File: config.mk
export PLATFORM = sky130hd
export DESIGN_NAME = cdenc_queue
export DESIGN_NICKNAME = d
export VERILOG_FILES = /design/src/cdenc_pkg.sv /design/src/cdenc_queue.sv
export SDC_FILE = /design/constraint.sdc
export NUM_CORES = 1
export LEC_CHECK = 0
export ABC_AREA = 1
export ABC_CLOCK_PERIOD_IN_PS = 5100
export BUFFER_PORTS_ARGS = -buffer_cell sky130_fd_sc_hd__buf_2
export CAP_MARGIN = 20
export CELL_PAD_IN_SITES_DETAIL_PLACEMENT = 2
export CELL_PAD_IN_SITES_GLOBAL_PLACEMENT = 2
export CORE_MARGIN = 5
export CORE_UTILIZATION = 34
export DETAILED_ROUTE_END_ITERATION = 6
export PLACE_DENSITY_LB_ADDON = 0.1
export SLEW_MARGIN = 20
export SYNTH_ARGS = -nofsm -noshare
export SYNTH_HDL_FRONTEND = slang
export SYNTH_SLANG_ARGS = --single-unit
File: constraint.sdc
create_clock -name clk -period 5.1 [get_ports clk]
set_input_delay 0 -clock clk [delete_from_list [all_inputs] [get_ports clk]]
set_output_delay 0 -clock clk [all_outputs]
set_load 0.02 [all_outputs]
File: src/cdenc_pkg.sv
package cdenc_pkg;

	localparam int MAX_COLUMNS_DEF     = 16;
	localparam int MAX_VALUES_DEF      = 16;
	localparam int MAX_TOKEN_BYTES_DEF = 8;

	localparam int CFG_W       = 5;
	localparam int COL_W       = 6;
	localparam int LEN_W       = 4;
	localparam int TOKW        = 64;
	localparam int QUEUE_DEPTH = 2;

	localparam logic [2:0] ST_FOUND    = 3'd0;
	localparam logic [2:0] ST_ADDED    = 3'd1;
	localparam logic [2:0] ST_FULL     = 3'd2;
	localparam logic [2:0] ST_TOO_LONG = 3'd3;
	localparam logic [2:0] ST_SHORT    = 3'd4;

	localparam logic [7:0] SEP_SPACE = 8'h20;
	localparam logic [7:0] SEP_COMMA = 8'h2C;
	localparam logic [7:0] SEP_TAB   = 8'h09;
	localparam logic [7:0] SEP_LF    = 8'h0A;
	localparam logic [7:0] SEP_CR    = 8'h0D;

	typedef struct packed {
		logic             tok;
		logic             ovf;
		logic             short_row;
		logic [COL_W-1:0] col_tok;
		logic [COL_W-1:0] col_short;
		logic [LEN_W-1:0] len;
		logic [TOKW-1:0]  bytes;
	} cmd_t;

endpackage

File: src/cdenc_queue.sv
module cdenc_queue (
	input  logic            clk,
	input  logic            arst_n,
	input  logic            push,
	input  cdenc_pkg::cmd_t wdata,
	input  logic            pop,
	output cdenc_pkg::cmd_t rdata,
	output logic            not_empty,
	output logic            full
);
	import cdenc_pkg::*;

	localparam int PW = (QUEUE_DEPTH > 1) ? $clog2(QUEUE_DEPTH) : 1;
	localparam int NW = $clog2(QUEUE_DEPTH + 1);

	cmd_t            slot_q [QUEUE_DEPTH];
	logic [PW-1:0]   wptr_q, rptr_q;
	logic [NW-1:0]   count_q;
	logic            do_push, do_pop;

	assign not_empty = count_q != '0;
	assign full      = count_q == NW'(QUEUE_DEPTH);
	assign do_push   = push && !full;
	assign do_pop    = pop && not_empty;
	assign rdata     = slot_q[rptr_q];

	always_ff @(posedge clk) begin
		if (do_push)
			slot_q[wptr_q] <= wdata;
	end

	always_ff @(posedge clk or negedge arst_n) begin
		if (!arst_n) begin
			wptr_q  <= '0;
			rptr_q  <= '0;
			count_q <= '0;
		end else begin
			if (do_push)
				wptr_q <= (wptr_q == PW'(QUEUE_DEPTH - 1)) ? '0 : wptr_q + PW'(1);
			if (do_pop)
				rptr_q <= (rptr_q == PW'(QUEUE_DEPTH - 1)) ? '0 : rptr_q + PW'(1);
			if (do_push && !do_pop)
				count_q <= count_q + NW'(1);
			else if (do_pop && !do_push)
				count_q <= count_q - NW'(1);
		end
	end

endmodule

==> parameters.txt <==
Parameter                              Value

Setup path
  Crit Path Category    reg2out
  R2R setup slack    2740 ps
  Reg-to-Reg End    slot_q[0][14]
  Worst reg2reg path depth    6
  Critical path data required time    5100 ps
  Signal arrival time at the worst endpoint    2400 ps
  Sort of element at the start of the critical path    flop
  Highest fanout seen on the critical path    46
  Worst Setup End Kind    output port
  Worst flop-to-flop path startpoint    count_q[1]

Timing
  Achievable frequency    416 MHz
  Actual transition at the worst max-transition pin    965 ps
  Fin Setup TNS    0 ps
  Period Utilization, post-route    47.1%
  Final worst-path setup slack    2700 ps
  Max-slew headroom    35.7%
  Final worst clock skew    12.0 ps
  Final hold violation count    0
  Count of final max-slew check failures    0
  Final critical path time including I/O delays and setup    2400 ps
  Unrepaired setup endpoints after global routing    false
  Final setup violation count    0

Synthesis
  Flops & latches, synth    170
  Most instantiated cells after synthesis    260 x sky130_fd_sc_hd__nand2_1, 166 x sky130_fd_sc_hd__edfxtp_1, 10 x sky130_fd_sc_hd__buf_2
  Synth Warn #    0
  Async set-or-reset flop fraction in the synthesized netlist    2.35%
  Count leader, synth    sky130_fd_sc_hd__nand2_1
  Cell taking the most area after synthesis    sky130_fd_sc_hd__edfxtp_1
  Top_reg_cell synth    sky130_fd_sc_hd__edfxtp_1
  Synth Instances    465
  Syn_nets    553
  Leading post-synthesis cells by cell area    sky130_fd_sc_hd__edfxtp_1 80%, sky130_fd_sc_hd__nand2_1 16%, sky130_fd_sc_hd__dfrtp_1 1.6%, sky130_fd_sc_hd__buf_2 0.80%, sky130_fd_sc_hd__buf_4 0.72%
  Top cell type's share of synthesized area    79.8%
  Number of flops mapped to enable cells by yosys    166
  Seq/Total Area, Yosys    81.4%
  Avg Inst Size Synth    13.4 sq um
  Post-Synthesis Cell Area    6250 sq um
  Number of distinct library cells after synthesis    14

Detailed routing
  Number of iterations in the first detailed-routing pass    4
  Remaining routing DRC violations    0
  Routed wire length    17100 um
  Via count    4329
  Post-route ant nets    0
  Iteration-0 DRC Markers    148
  Routed length per placed instance    17.7 um
  Detail-routed via count per cell    4.47

CTS
  H-Tree Depth    4
  Number of buffers on the longest clock path    2
  Cts hold-fix bufs    86
  Number of gates resized after CTS    0
  Number of sinks driven by the clock tree    170
  TritonCTS clock tree    yes
  Cts bufs inserted    17
  Number of buffers inserted to repair setup after CTS    0
  Clock latency at the later pin of the worst-skew pair    420 ps
  Clk root buf    sky130_fd_sc_hd__clkbuf_16
  Clock-pin slew on the worst setup and hold paths    60 ps

Flow run
  Number of max-cap violations    0

Floorplan
  Effective utilization at floorplan    34.7%
  Number of placement rows    49
  Die area    21200 sq um
  Floorplan Core Area    18000 sq um
  Total I/O pin count    172
  Chip Height    146 um
  Width of the die    146 um

Power and ir drop
  LEAKAGE    3.75 nW
  Final total power    5.02 mW
  Power density relative to cell area    574 nW/um^2
  Worst vdd ir    0.251 mV

Layout
  Final Non-Filler Cells    968
  Number of nets in the layout    815
  Count of inserted antenna diode cells    0
  Final core utilization    48.5%
  Fraction of layout cells with a size suffix above 1    27.6%
  Relative area change from synthesis to final layout    40.0%

Placed design
  Detail Placement HPWL    10300 um
  Worst Setup Slack post-DPL    2700 ps
  Port Buffers    171
  Weighted congestion at the end of routability-driven global placement    0.720
  Number of placed instances, taps included    851

Global route
  Overflow left after global routing    0
  GRT Util Overall    16.5%
  Global-route wire length before repair    27400 um
  Vias in the first global route    5029
  Pin count of the biggest net entering global routing    85
  Initial antenna violation count    0

Min path
  End point of the worst hold path    wptr_q
  Min-delay src    push
  Count of cells along the worst hold path    5
  Path class of the lowest-slack min-delay path    in2reg

Status
  Status    complete, no violations
kinds of logic after synthesis:
kind of cell,after synthesis,synth area share [%]
and+or+nand+nor,266,16.1
DFF,170,81.4
buffers and inverters,26,2.12
AOI/OAI and AO/OA,1,0.0800
xor gates and xnor gates,1,0.140
adders and majority gates,1,0.200
worst max-delay path, stage by stage, from the launching register on:
cell and delay (ps):
sky130_fd_sc_hd__dfrtp_4 480, sky130_fd_sc_hd__clkinv_2 430, sky130_fd_sc_hd__buf_4 560, sky130_fd_sc_hd__nand2_1 160, sky130_fd_sc_hd__nand2_1 140, sky130_fd_sc_hd__buf_2 180
layer usage:
metal	vias up	wire length, um	track usage [%]
li1	2085	-	-
met1	2122	7000	19.1
met2	111	9130	29.6
met3	11	865	5.70
met4	0	145	3.68
met5	-	0	0
placed cells by master, fill, tap and decap left out, types with 3 or more instances in the layout:
master,instances
sky130_fd_sc_hd__nand2_1,260
sky130_fd_sc_hd__buf_4,3
sky130_fd_sc_hd__clkinv_2,5
sky130_fd_sc_hd__clkbuf_1,4
sky130_fd_sc_hd__buf_2,171
sky130_fd_sc_hd__edfxtp_1,166
sky130_fd_sc_hd__inv_1,6
sky130_fd_sc_hd__clkbuf_16,17
sky130_fd_sc_hd__dlygate4sd3_1,86
sky130_fd_sc_hd__dfrtp_1,3
registers in the layout (all words and copies together) (netlist names):
register / cells
count_q: 2
slot_q: 166
wptr_q: 1
rptr_q: 1
per-stage QoR:
step | hold slack, ps | cell area, sq um
after global placement | -182 | 7340
final | 18.6 | 8750
after CTS | 10.1 | 8750
after global routing | 51.4 | 8750
after detailed placement | -181 | 7340
after floorplan | -296 | 6250
layout make-up:
cell class                      instances  area (sq um)
Fill cell                            1766          9280
Sequential cell                       170          5090
Timing Repair Buffer                  261          1760
Multi-Input combinational cell        269          1040
Clock buffer                           21           440
Tap cell                              229           287
Clock inverter                         10           103
Inverter                                8          33.8
power breakdown:
group | internal [mW] | total, mW | switching (mW) | leakage, nW
clock | 0.711 | 1.21 | 0.498 | 0.262
combinational | 0.499 | 1.82 | 1.32 | 1.89
sequential | 1.91 | 1.99 | 0.0833 | 1.59
total | 3.12 | 5.02 | 1.90 | 3.75
how the worst max path moves through the flow:
stage               startpoint            end  cells after the start
floorplan           count_q[1]   slot_q[1][0]                      3
CTS                     rptr_q      rdata[14]                      5
detailed placement  count_q[1]  slot_q[0][78]                      6
finish                  rptr_q      rdata[14]                      5
global route            rptr_q      rdata[14]                      5
global placement    count_q[1]  slot_q[0][62]                      6
(Power assumes the default switching activity.)
