$ cat config.mk
export PLATFORM = sky130hd
export DESIGN_NAME = cdenc_front
export DESIGN_NICKNAME = d
export VERILOG_FILES = /design/src/cdenc_pkg.sv /design/src/cdenc_front.sv
export SDC_FILE = /design/constraint.sdc
export NUM_CORES = 1
export LEC_CHECK = 0
export ABC_CLOCK_PERIOD_IN_PS = 2800
export BUFFER_PORTS_ARGS = -buffer_cell sky130_fd_sc_hd__buf_2
export CAP_MARGIN = 40
export CORE_MARGIN = 8
export CORE_UTILIZATION = 47
export DETAILED_ROUTE_END_ITERATION = 10
export PLACE_DENSITY = 0.76
export SLEW_MARGIN = 40
export SYNTH_ARGS = -nofsm -noshare
export SYNTH_HDL_FRONTEND = slang
export SYNTH_SLANG_ARGS = --single-unit
export TNS_END_PERCENT = 5
$ cat constraint.sdc
create_clock -name clk -period 2.8 [get_ports clk]
set_input_delay 0.42 -clock clk [delete_from_list [all_inputs] [get_ports clk]]
set_output_delay 0.42 -clock clk [all_outputs]
set_load 0.01 [all_outputs]
$ cat src/cdenc_pkg.sv
package cdenc_pkg;

	localparam int MAX_COLUMNS_DEF     = 16;
	localparam int MAX_VALUES_DEF      = 16;
	localparam int MAX_TOKEN_BYTES_DEF = 8;

	localparam int CFG_W       = 5;
	localparam int COL_W       = 6;
	localparam int LEN_W       = 4;
	localparam int TOKW        = 64;
	localparam int QUEUE_DEPTH = 2;

	localparam logic [2:0] ST_FOUND    = 3'd0;
	localparam logic [2:0] ST_ADDED    = 3'd1;
	localparam logic [2:0] ST_FULL     = 3'd2;
	localparam logic [2:0] ST_TOO_LONG = 3'd3;
	localparam logic [2:0] ST_SHORT    = 3'd4;

	localparam logic [7:0] SEP_SPACE = 8'h20;
	localparam logic [7:0] SEP_COMMA = 8'h2C;
	localparam logic [7:0] SEP_TAB   = 8'h09;
	localparam logic [7:0] SEP_LF    = 8'h0A;
	localparam logic [7:0] SEP_CR    = 8'h0D;

	typedef struct packed {
		logic             tok;
		logic             ovf;
		logic             short_row;
		logic [COL_W-1:0] col_tok;
		logic [COL_W-1:0] col_short;
		logic [LEN_W-1:0] len;
		logic [TOKW-1:0]  bytes;
	} cmd_t;

endpackage

$ cat src/cdenc_front.sv
module cdenc_front #(
	parameter int MAX_COLUMNS     = cdenc_pkg::MAX_COLUMNS_DEF,
	parameter int MAX_TOKEN_BYTES = cdenc_pkg::MAX_TOKEN_BYTES_DEF
) (
	input  logic                         clk,
	input  logic                         arst_n,
	input  logic [7:0]                   byte_in,
	input  logic                         in_valid,
	output logic                         in_ready,
	input  logic [cdenc_pkg::CFG_W-1:0]  num_columns,
	input  logic                         q_full,
	output logic                         cmd_push,
	output cdenc_pkg::cmd_t              cmd
);
	import cdenc_pkg::*;

	localparam int TW   = 8 * MAX_TOKEN_BYTES;
	localparam int CC_W = $clog2(MAX_COLUMNS + 1);

	logic [TW-1:0]    tok_q, tok_ins;
	logic [LEN_W-1:0] len_q;
	logic             ovf_q;
	logic [CC_W-1:0]  cur_col_q, col_b;
	logic             is_sep, is_lf, accept, tok_active, ok_a, ok_b, emit_tok, emit_short;

	assign is_lf  = byte_in == SEP_LF;
	assign is_sep = byte_in == SEP_SPACE || byte_in == SEP_COMMA || byte_in == SEP_TAB ||
		is_lf || byte_in == SEP_CR;
	assign in_ready   = !q_full;
	assign accept     = in_valid && in_ready;
	assign tok_active = (len_q != '0) || ovf_q;

	always_comb begin
		tok_ins = tok_q;
		for (int i = 0; i < MAX_TOKEN_BYTES; i++) begin
			if (len_q == LEN_W'(i))
				tok_ins[8*i +: 8] = byte_in;
		end
	end

	always_comb begin
		col_b = cur_col_q;
		if (tok_active && cur_col_q < CC_W'(MAX_COLUMNS))
			col_b = cur_col_q + CC_W'(1);
	end

	assign ok_a = (8'(cur_col_q) < 8'(num_columns)) && (8'(cur_col_q) < 8'(MAX_COLUMNS));
	assign ok_b = (8'(col_b) < 8'(num_columns)) && (8'(col_b) < 8'(MAX_COLUMNS));
	assign emit_tok   = tok_active && ok_a;
	assign emit_short = is_lf && ok_b;

	assign cmd_push      = accept && is_sep && (emit_tok || emit_short);
	assign cmd.tok       = emit_tok;
	assign cmd.ovf       = ovf_q;
	assign cmd.short_row = emit_short;
	assign cmd.col_tok   = COL_W'(cur_col_q);
	assign cmd.col_short = COL_W'(col_b);
	assign cmd.len       = len_q;
	assign cmd.bytes     = TOKW'(tok_q);

	always_ff @(posedge clk or negedge arst_n) begin
		if (!arst_n) begin
			tok_q     <= '0;
			len_q     <= '0;
			ovf_q     <= 1'b0;
			cur_col_q <= '0;
		end else if (accept) begin
			if (!is_sep) begin
				if (len_q < LEN_W'(MAX_TOKEN_BYTES)) begin
					tok_q <= tok_ins;
					len_q <= len_q + LEN_W'(1);
				end else begin
					ovf_q <= 1'b1;
				end
			end else begin
				// separator closes any open token; LF also restarts the row
				tok_q     <= '0;
				len_q     <= '0;
				ovf_q     <= 1'b0;
				cur_col_q <= is_lf ? '0 : col_b;
			end
		end
	end

endmodule

==> results.json <==
{
  "seq_area_frac_synth_pct": 51.7,
  "wire_per_inst_um": 16.9,
  "cts_htree_levels": 3,
  "worst_slack_ns": -0.291,
  "finalHoldViolCount": 0,
  "drv_slew": 0,
  "synthCells": 353,
  "routed_wl_mm": 9.70,
  "tightest_slew_ns": 0.678,
  "status": "complete, but fails checks",
  "fp.dieArea_um2": 10700,
  "clock-sinks": 74,
  "holdWs_ns": 0.105,
  "syn_to_final_growth_pct": 27.3,
  "p_per_area_nw_per_um2": 778,
  "vdd_drop_max_mv": 0.455,
  "avgSynthCellArea_um2": 10.1,
  "grt_pass1_vias": 2992,
  "ys_ff_latch": 74,
  "holdCritPathClass": "input pin to asynchronous set/reset pin",
  "crit_type": "flop to primary output",
  "multi_input_area_um2": 1550,
  "grt_overflow": 0,
  "power_w": 0.00354,
  "r2r_slack_ns": 0.90,
  "die_w_um": 103,
  "yosys-top-cells-count": "dfrtp_1 (74), nand3_1 (60), o21ai_1 (37)",
  "vias": 3087,
  "fp-row-count": 32,
  "start_util_pct": 47.3,
  "cts_max_path_buffers": 2,
  "antenna_found_initial": 0,
  "synth_area_um2": 3580,
  "drt_iter0_drc": 163,
  "critical-path-max-stage-delay_ns": 0.41,
  "drv_cap": 0,
  "cts_inserted_buffers": 9,
  "yosys-top-cells-area": "dfrtp_1 (52%), nand3_1 (8.4%), o21ai_1 (5.2%)",
  "crit_required_ns": 2.38,
  "violations": "negative setup slack",
  "leakagePower_nw": 2.38,
  "coreArea_um2": 7570,
  "tns_ns": -0.487,
  "synth-async-reset-ratio_pct": 100,
  "routabilityCongestion": 0.867,
  "drive_gt1_share_pct": 36.9,
  "rsz0062_at_grt": "yes",
  "ff_latch_area_um2": 1850,
  "viasPerCell": 5.39,
  "crit_end": "cmd_push",
  "cts_tree": "done",
  "cp_cell_sequence": "inv_2, ha_4, nor4b_4, nor2_2, nand2_1, xor2_2, inv_1, ha_4, o21a_1, o211ai_1, o2111a_1, o21a_1, buf_2",
  "clk_root_buffer_cell": "clkbuf_8",
  "grt_first_pass_wirelength_mm": 15.3,
  "finalNetCount": 497,
  "yosysWarnings": 0,
  "clk_pin_slew_ns": 0.08,
  "grt_max_degree": 34,
  "insertion_delay_ns": 0.34,
  "max_freq_mhz": 324,
  "drc": 0,
  "fp.dieH_um": 103,
  "grt_use_total_pct": 18.7,
  "crit_path_top_delay_cell": "dfrtp_2",
  "crit_path_max_fanout": 4,
  "setup_violations": 2,
  "ant_nets": 0,
  "ios": 102,
  "num_antenna_cells": 0,
  "firstDrtPassIters": 4,
  "dp_slack_ns": 0.00850,
  "fin_crit_sh_pct": 110,
  "nFillCells": 646,
  "synth.most_common_cell": "dfrtp_1",
  "synth_edf_count": 0,
  "postCtsHoldBufs": 0,
  "crit_path_start": "len_q[0]",
  "fin_skew_ns": 0.00491,
  "fin_crit_ns": 3.09,
  "portBuffers": 99,
  "reg2regPathDepth": 6,
  "crit_path_end_kind": "primary output",
  "r2r_end": "tok_q[49]",
  "place_hpwl_mm": 7.09,
  "synth_area_leader_cell": "dfrtp_1",
  "synth.distinct_cells": 47,
  "setup.worst_path.start_class": "flop",
  "arrival_ns": 2.67,
  "utilization_pct": 60.2,
  "slew_headroom_pct": 54.8,
  "synthFlopType": "dfrtp_1",
  "synth_top_cell_area_share_pct": 51.7,
  "timing.rr.start": "len_q[3]"
}
-- critical path, delay by kind of cell, from the launching register on --
family / cells / cell delay (ns)
flip-flops: 1 / 0.41
AO/OA/AOI/OAI: 4 / 0.61
XOR/XNOR: 1 / 0.16
buffers and inverters: 3 / 0.31
AND/OR/NAND/NOR: 3 / 0.43
adder cells (fa/ha/maj): 2 / 0.40
-- worst min path at each step --
stage / start / endpoint / slack (ns) / depth (start not counted)
floorplan: arst_n / cur_col_q[0] / 0.12 / 0
global placement: tok_q[59] / tok_q[59] / 0.48 / 2
detailed placement: arst_n / tok_q[35] / 0.49 / 1
CTS: arst_n / tok_q[35] / 0.11 / 1
global route: arst_n / tok_q[39] / 0.15 / 1
finish: arst_n / tok_q[35] / 0.10 / 1
-- cells in the final DEF (no fill, tap or decap), drive strengths merged, types with 8 or more instances in the layout --
cell type and n:
buf 129, clkbuf 11, dfrtp 74, ha 13, inv 17, mux2 9, nand2 26, nand3 60
nor2 8, o21ai 66
-- logic make-up (layout without fill, tap and decap cells) --
group	Yosys count	count (layout)	share of synthesized area, %
and+or+nand+nor	115	115	17.3
AOI/OAI and AO/OA	90	90	14.8
DFF	74	74	51.7
buffers and inverters	44	161	6.92
adders and majority gates	13	13	4.54
muxes	11	11	3.39
xor gates and xnor gates	5	5	1.22
other	1	2	0.105
-- power by group --
part	total (W)	switching, W	internal (W)
Combinational	0.00109	0.000606	0.000485
Clock	0.000923	0.000378	0.000545
Sequential	0.00153	0.000173	0.00136
Total	0.00354	0.00116	0.00239
-- state kept, by name, summed over array words and instances, names as in the netlist --
register and cells:
tok_q 64, len_q 4, cur_col_q 5, ovf_q 1
-- stage by stage --
step,area [µm²],instances
after floorplan,3610,354
after global placement,4250,553
after detailed placement,4250,553
after CTS,4540,573
after global routing,4560,573
final,4560,573
-- final cells by class --
type / instances / share of cell area [%]
Timing Repair Buffer: 129 / 16.1
Clock inverter: 4 / 1.65
Multi-Input combinational cell: 236 / 34.1
Inverter: 17 / 1.40
Clock buffer: 11 / 3.32
Sequential cell: 74 / 40.7
Tap cell: 102 / 2.80
-- per-layer routing --
metal,routed length (µm),global-route usage [%]
met5,0,0
met4,89,4.34
met3,586,4.75
met2,4920,31.0
met1,4100,24.0
-- repair_timing --
item                                    in CTS  in global routing
gates cloned                                 0                  0
endpoints found under the setup margin       2                  3
pin swaps                                    8                  2
setup buffers                                5                  0
gates resized for setup                      4                  4
(Power assumes the default switching activity.)
